`src/sv/csu_pkg.sv`:
```
`default_nettype none

package csu_pkg;

  localparam int NumSems   = 16;
  localparam int NumProcs  = 32;

  localparam int CmdW      = 2;
  localparam int SemIdW    = 4;
  localparam int ValueW    = 32;
  localparam int ProcIdW   = 5;
  localparam int CountW    = 31;

  localparam int SemIdxW   = (NumSems > 1) ? $clog2(NumSems) : 1;
  localparam int ProcIdxW  = (NumProcs > 1) ? $clog2(NumProcs) : 1;

  localparam logic [CountW-1:0] CountMax = '1;

  typedef enum logic [CmdW-1:0] {
    CmdCreate  = 2'd0,
    CmdAcquire = 2'd1,
    CmdRelease = 2'd2
  } cmd_e;

  typedef struct packed {
    logic [CmdW-1:0]    cmd;
    logic [SemIdW-1:0]  sem_id;
    logic [ValueW-1:0]  load_value;
    logic [ProcIdW-1:0] caller;
  } req_t;

  typedef struct packed {
    logic               status;
    logic [SemIdW-1:0]  new_id;
    logic               blocked;
    logic               woken_valid;
    logic [ProcIdW-1:0] woken_proc;
  } rsp_t;

endpackage

`default_nettype wire

```
`src/sv/csu_alloc.sv`:
```
`default_nettype none

module csu_alloc import csu_pkg::*; (
  input  logic [NumSems-1:0]  used_i,
  output logic                found_o,
  output logic [SemIdxW-1:0]  idx_o
);

  // lowest free slot wins
  always_comb begin
    found_o = 1'b0;
    idx_o   = '0;
    for (int i = NumSems - 1; i >= 0; i--) begin
      if (!used_i[i]) begin
        found_o = 1'b1;
        idx_o   = SemIdxW'(i);
      end
    end
  end

endmodule

`default_nettype wire

```
`src/sv/csu_core.sv`:
```
`default_nettype none

module csu_core import csu_pkg::*; (
  input  logic clk_i,
  input  logic rst_ni,
  input  logic fire_i,
  input  req_t req_i,
  output rsp_t rsp_o
);

  logic [NumSems-1:0]  used_q;
  logic [NumSems-1:0]  head_v_q;
  logic [NumSems-1:0]  tail_v_q;
  logic [NumProcs-1:0] next_v_q;
  logic [NumProcs-1:0] waiting_q;

  logic [CountW-1:0]   count_q    [NumSems];
  logic [ProcIdxW-1:0] head_idx_q [NumSems];
  logic [ProcIdxW-1:0] tail_idx_q [NumSems];
  logic [ProcIdxW-1:0] next_idx_q [NumProcs];

  logic                free_found;
  logic [SemIdxW-1:0]  free_idx;

  logic [SemIdxW-1:0]  sid;
  logic [ProcIdxW-1:0] who;
  logic                slot_ok;
  logic                caller_ok;
  logic [CountW-1:0]   cnt;
  logic [ProcIdxW-1:0] head;
  logic [ProcIdxW-1:0] tail;

  logic do_create;
  logic do_dec;
  logic do_inc;
  logic do_block;
  logic do_wake;

  csu_alloc u_alloc (
    .used_i  (used_q),
    .found_o (free_found),
    .idx_o   (free_idx)
  );

  assign sid       = req_i.sem_id[SemIdxW-1:0];
  assign who       = req_i.caller[ProcIdxW-1:0];
  assign slot_ok   = (32'(req_i.sem_id) < NumSems) && used_q[sid];
  assign caller_ok = 32'(req_i.caller) < NumProcs;
  assign cnt       = count_q[sid];
  assign head      = head_idx_q[sid];
  assign tail      = tail_idx_q[sid];

  always_comb begin
    rsp_o        = '0;
    rsp_o.status = 1'b1;
    do_create    = 1'b0;
    do_dec       = 1'b0;
    do_inc       = 1'b0;
    do_block     = 1'b0;
    do_wake      = 1'b0;
    case (cmd_e'(req_i.cmd))
      CmdCreate: begin
        if (!req_i.load_value[CountW] && free_found) begin
          do_create    = 1'b1;
          rsp_o.status = 1'b0;
          rsp_o.new_id = SemIdW'(free_idx);
        end
      end
      CmdAcquire: begin
        if (slot_ok) begin
          if (cnt != '0) begin
            do_dec       = 1'b1;
            rsp_o.status = 1'b0;
          end else if (caller_ok && !waiting_q[who]) begin
            do_block      = 1'b1;
            rsp_o.status  = 1'b0;
            rsp_o.blocked = 1'b1;
          end
        end
      end
      CmdRelease: begin
        if (slot_ok) begin
          rsp_o.status = 1'b0;
          if (head_v_q[sid]) begin
            do_wake           = 1'b1;
            rsp_o.woken_valid = 1'b1;
            rsp_o.woken_proc  = ProcIdW'(head);
          end else if (cnt != CountMax) begin
            do_inc = 1'b1;
          end
        end
      end
      default: ;
    endcase
  end

  // list and slot flags
  always_ff @(posedge clk_i or negedge rst_ni) begin
    if (!rst_ni) begin
      used_q    <= '0;
      head_v_q  <= '0;
      tail_v_q  <= '0;
      next_v_q  <= '0;
      waiting_q <= '0;
    end else if (fire_i) begin
      if (do_create) begin
        used_q[free_idx]   <= 1'b1;
        head_v_q[free_idx] <= 1'b0;
        tail_v_q[free_idx] <= 1'b0;
      end
      if (do_block) begin
        waiting_q[who] <= 1'b1;
        next_v_q[who]  <= 1'b0;
        if (tail_v_q[sid]) begin
          next_v_q[tail] <= 1'b1;
        end else begin
          head_v_q[sid] <= 1'b1;
        end
        tail_v_q[sid] <= 1'b1;
      end
      if (do_wake) begin
        head_v_q[sid] <= next_v_q[head];
        if (!next_v_q[head]) begin
          tail_v_q[sid] <= 1'b0;
        end
        next_v_q[head]  <= 1'b0;
        waiting_q[head] <= 1'b0;
      end
    end
  end

  // counts and links, read only behind their flags
  always_ff @(posedge clk_i) begin
    if (fire_i) begin
      if (do_create) begin
        count_q[free_idx] <= req_i.load_value[CountW-1:0];
      end
      if (do_dec) begin
        count_q[sid] <= cnt - CountW'(1);
      end
      if (do_inc) begin
        count_q[sid] <= cnt + CountW'(1);
      end
      if (do_block) begin
        if (tail_v_q[sid]) begin
          next_idx_q[tail] <= who;
        end else begin
          head_idx_q[sid] <= who;
        end
        tail_idx_q[sid] <= who;
      end
      if (do_wake) begin
        head_idx_q[sid] <= next_idx_q[head];
      end
    end
  end

endmodule

`default_nettype wire

```
`config.mk`:
```
export PLATFORM = sky130hd
export DESIGN_NAME = csu_core
export DESIGN_NICKNAME = d
export VERILOG_FILES = /design/src/sv/csu_pkg.sv /design/src/sv/csu_alloc.sv /design/src/sv/csu_core.sv
export SDC_FILE = /design/constraint.sdc
export NUM_CORES = 1
export LEC_CHECK = 0
export BUFFER_PORTS_ARGS = -buffer_cell sky130_fd_sc_hd__buf_2
export CAP_MARGIN = 20
export CELL_PAD_IN_SITES_DETAIL_PLACEMENT = 2
export CELL_PAD_IN_SITES_GLOBAL_PLACEMENT = 2
export CORE_UTILIZATION = 35
export DETAILED_ROUTE_END_ITERATION = 6
export PLACE_DENSITY = 0.7
export SYNTH_ARGS = -nofsm -noshare
export SYNTH_HDL_FRONTEND = slang
export SYNTH_SLANG_ARGS = --single-unit
```
`constraint.sdc`:
```
create_clock -name clk_i -period 9.9 [get_ports clk_i]
set_input_delay 0.495 -clock clk_i [delete_from_list [all_inputs] [get_ports clk_i]]
set_output_delay 0.495 -clock clk_i [all_outputs]
set_load 0.05 [all_outputs]
```
==> results.ini <==
[clock_tree]
htreeDepth = 3
clock_latency_ns = 0.70
cts_buffer_depth = 3
clock-sinks = 928
cts_setup_buffers = 0
numCtsBuffers = 101
cts_tree = yes
clk_pin_slew_worst_paths_ns = 0.06
clockRootBuffer = clkbuf_16

[floorplan]
num_rows = 122
io_pins = 58
start_util_pct = 35.5
die_h_microns = 338
core_area_sq_um = 111000
design.die.area_sq_um = 114000
die_x_microns = 338

[logic_synthesis]
synth_warnings = 0
ys_ff_latch = 928
syn-instance-count = 2290
synthArstFlopShare_pct = 12.1
synth_edf_count = 816
netlist_area_sq_um = 39500
synth_area_per_cell_sq_um = 17.3
syn_nets = 2368
ys.flop_type = edfxtp_1
ys_seq_area_share_pct = 69.1
yosysUniqueCellTypes = 76

[setup_path]
start_kind = primary input
slowest_delay_ns = 1.07
path_cells = buf_2, and2_2, a22oi_1, nand2_1, nand4_1, or4_1, o21ai_4, ha_1, a21oi_1, o21ai_0, a221oi_1, nand3_1, o211ai_1, nand3b_1, a31oi_1, xor2_1, a21oi_1
critPathCaptureType = flip-flop
required_ns = 10.25
r2r-start = count_q[9][0]
crit_type = in -> reg
arrival_ns = 7.96
crit_fanout = 33
worst-r2r-setup-slack_ns = 3.33
cp_num_buf_inv = 1
cp_top_family = compound AO/OA/AOI/OAI gates
rr_worst_depth = 17
critical_path.most_common_cell = a21oi_1
cp_slowest_cell = and2_2
timing.rr.end = count_q[13][21]

[sta]
slew_violations = 0
max_freq_mhz = 131
relSlewSlack_pct = 24.4
finalCriticalPeriod_ns = 7.61
hold_viol_final = 0
skew_ns = 0.0294
tns_ns = 0
tightestPinTransition_ns = 1.13
setup_violations = 0
period_share_pct = 76.9
rsz0062_at_grt = no

[power]
power.density_nw_per_um2 = 207
p_sw_share_pct = 24.9
total_power_mw = 9.38
seqPwrFrac_pct = 46.7
pwr-share-clk_pct = 42.8
p_int_mw = 7.05
p_leak_nw = 15.4
peakVddDrop_mv = 0.141
p_switching_mw = 2.33
pwr-share-comb_pct = 10.5

[global_route]
overflow = 0
grt_usage_pct = 21.6
grt_pass1_vias = 25500
grt_antenna_before_repair = 3
grt_max_degree = 103
grt_first_pass_wirelength_microns = 179000

[routing]
drt_iter0_drc = 1722
drt-vias-per-instance = 5.77
firstDrtPassIters = 5
routedWlPerCell_microns = 30.6
drc_errors = 0
routed_wl_microns = 122000
route.vias.total = 22900
antenna_left = 0

[finish]
nets = 2475
nFillCells = 10500
drive_above_1_share_pct = 23.6
area_delta_synth_final_pct = 14.8
final_cells = 3973
layout_commonest_cell = edfxtp_1
layout_common_cells = edfxtp_1 (816), mux4_2 (244), a21oi_1 (142)

[worst_hold_path]
whs_endpoint = count_q[13][9]
worstHoldStart = req_i[14]
holdPathStages = 3
hp-class = in -> reg

[flow_run]
cap_viol_max_count = 0

[run_status]
status = finished clean

[placed_design]
placed_cells = 3763
dp_hpwl_microns = 77000
portBuffers = 57
place_congestion = 0.828

## synthesized netlist by cell type, types with 8 or more instances
master	count	area share [%]
a211o_1	19	0.42
a21o_1	20	0.38
a21oi_1	143	1.8
a221o_1	10	0.25
a22oi_1	76	1.4
a31oi_1	11	0.17
and2_1	19	0.30
and3_1	12	0.19
buf_1	9	0.086
buf_2	31	0.39
buf_4	18	0.34
buf_6	10	0.29
clkbuf_1	64	0.61
dfrtp_1	112	7.1
edfxtp_1	816	62
ha_1	31	0.98
inv_1	46	0.44
mux2_2	12	0.34
mux2i_1	9	0.23
mux4_2	245	14
nand2_1	137	1.3
nand2b_1	11	0.17
nand3_1	17	0.22
nand4_1	22	0.35
nor2_1	117	1.1
nor2b_1	16	0.25
nor3_1	47	0.60
nor4_1	8	0.13
o21a_1	9	0.17
o21ai_0	32	0.41
o21bai_1	8	0.15
o221ai_1	8	0.18
o22a_1	10	0.22
o31a_1	10	0.22
xnor2_1	14	0.31
xor2_1	11	0.24
## per-layer routing
layer / GRT usage, % / wire length, microns / vias up
li1: - / - / 9525
met1: 28.2 / 51500 / 12600
met2: 37.6 / 62600 / 609
met3: 2.74 / 4750 / 180
met4: 5.88 / 2800 / 4
met5: 0 / 29 / -
## worst min-delay path, cell delays in order
cell and delay [ns]:
buf_2 0.08, nor2_1 0.05, a21oi_1 0.19
## sequential cells by signal (all words and copies together) (netlist names)
signal      cells
count_q       496
next_idx_q    160
head_idx_q     80
tail_idx_q     80
next_v_q       32
waiting_q      32
head_v_q       16
tail_v_q       16
used_q         16
## cell families (layout without fill, tap and decap cells)
| family | after synthesis | count (layout) | share of synthesized area, % |
|---|---|---|---|
| adders and majority gates | 32 | 32 | 1.03 |
| AOI/OAI and AO/OA | 418 | 418 | 7.23 |
| muxes | 268 | 268 | 14.6 |
| DFF | 928 | 928 | 69.1 |
| other | 0 | 2 | 0 |
| xor gates and xnor gates | 25 | 25 | 0.554 |
| buffers and inverters | 179 | 372 | 2.16 |
| and+or+nand+nor | 440 | 440 | 5.30 |
## worst max path at each step
stage,from,cells past startpoint,end
floorplan,req_i[37],12,count_q[12][0]
detailed placement,req_i[39],17,count_q[9][27]
global placement,req_i[39],17,count_q[6][27]
global route,req_i[39],17,count_q[2][21]
finish,req_i[39],17,count_q[13][21]
CTS,req_i[39],17,count_q[10][27]
## through the flow
stage               hold WS, ns  area (sq um)  utilization, %  worst slack [ns]
global route              0.270         45400            40.8              1.93
floorplan                 0.199         39500               -              1.62
detailed placement        0.508         41700            37.4              1.59
global placement          0.496         41600            37.3              2.02
finish                    0.271         45400            40.8              2.29
CTS                       0.320         45200            40.6              2.16
## power groups by stage
stage / combinational (mW) / sequential, mW / clock, mW
2_1_floorplan: 0.583 / 4.46 / 0
3_3_place_gp: 0.904 / 4.46 / 0
3_5_place_dp: 0.962 / 4.47 / 0
4_1_cts: 0.974 / 4.39 / 4.09
5_1_grt: 1.04 / 4.39 / 4.20
6_report: 0.981 / 4.38 / 4.02
## timing repair
action | 4_1_cts | 5_1_grt
endpoints found under the hold margin | 63 | 0
hold buffers | 1 | 0
resized for setup | 0 | 0
## final cells by class
type                            instances  area, sq um  area share [%]
Sequential cell                       928        27300            60.2
Multi-Input combinational cell       1183        11500            25.3
Clock buffer                          125         2710            5.97
Tap cell                             1488         1860            4.10
Timing Repair Buffer                  136          985            2.17
Clock inverter                         64          838            1.85
Inverter                               47          176           0.389
Antenna cell                            2         5.00          0.0110
No activity file was read; power rests on OpenSTA's default activity.
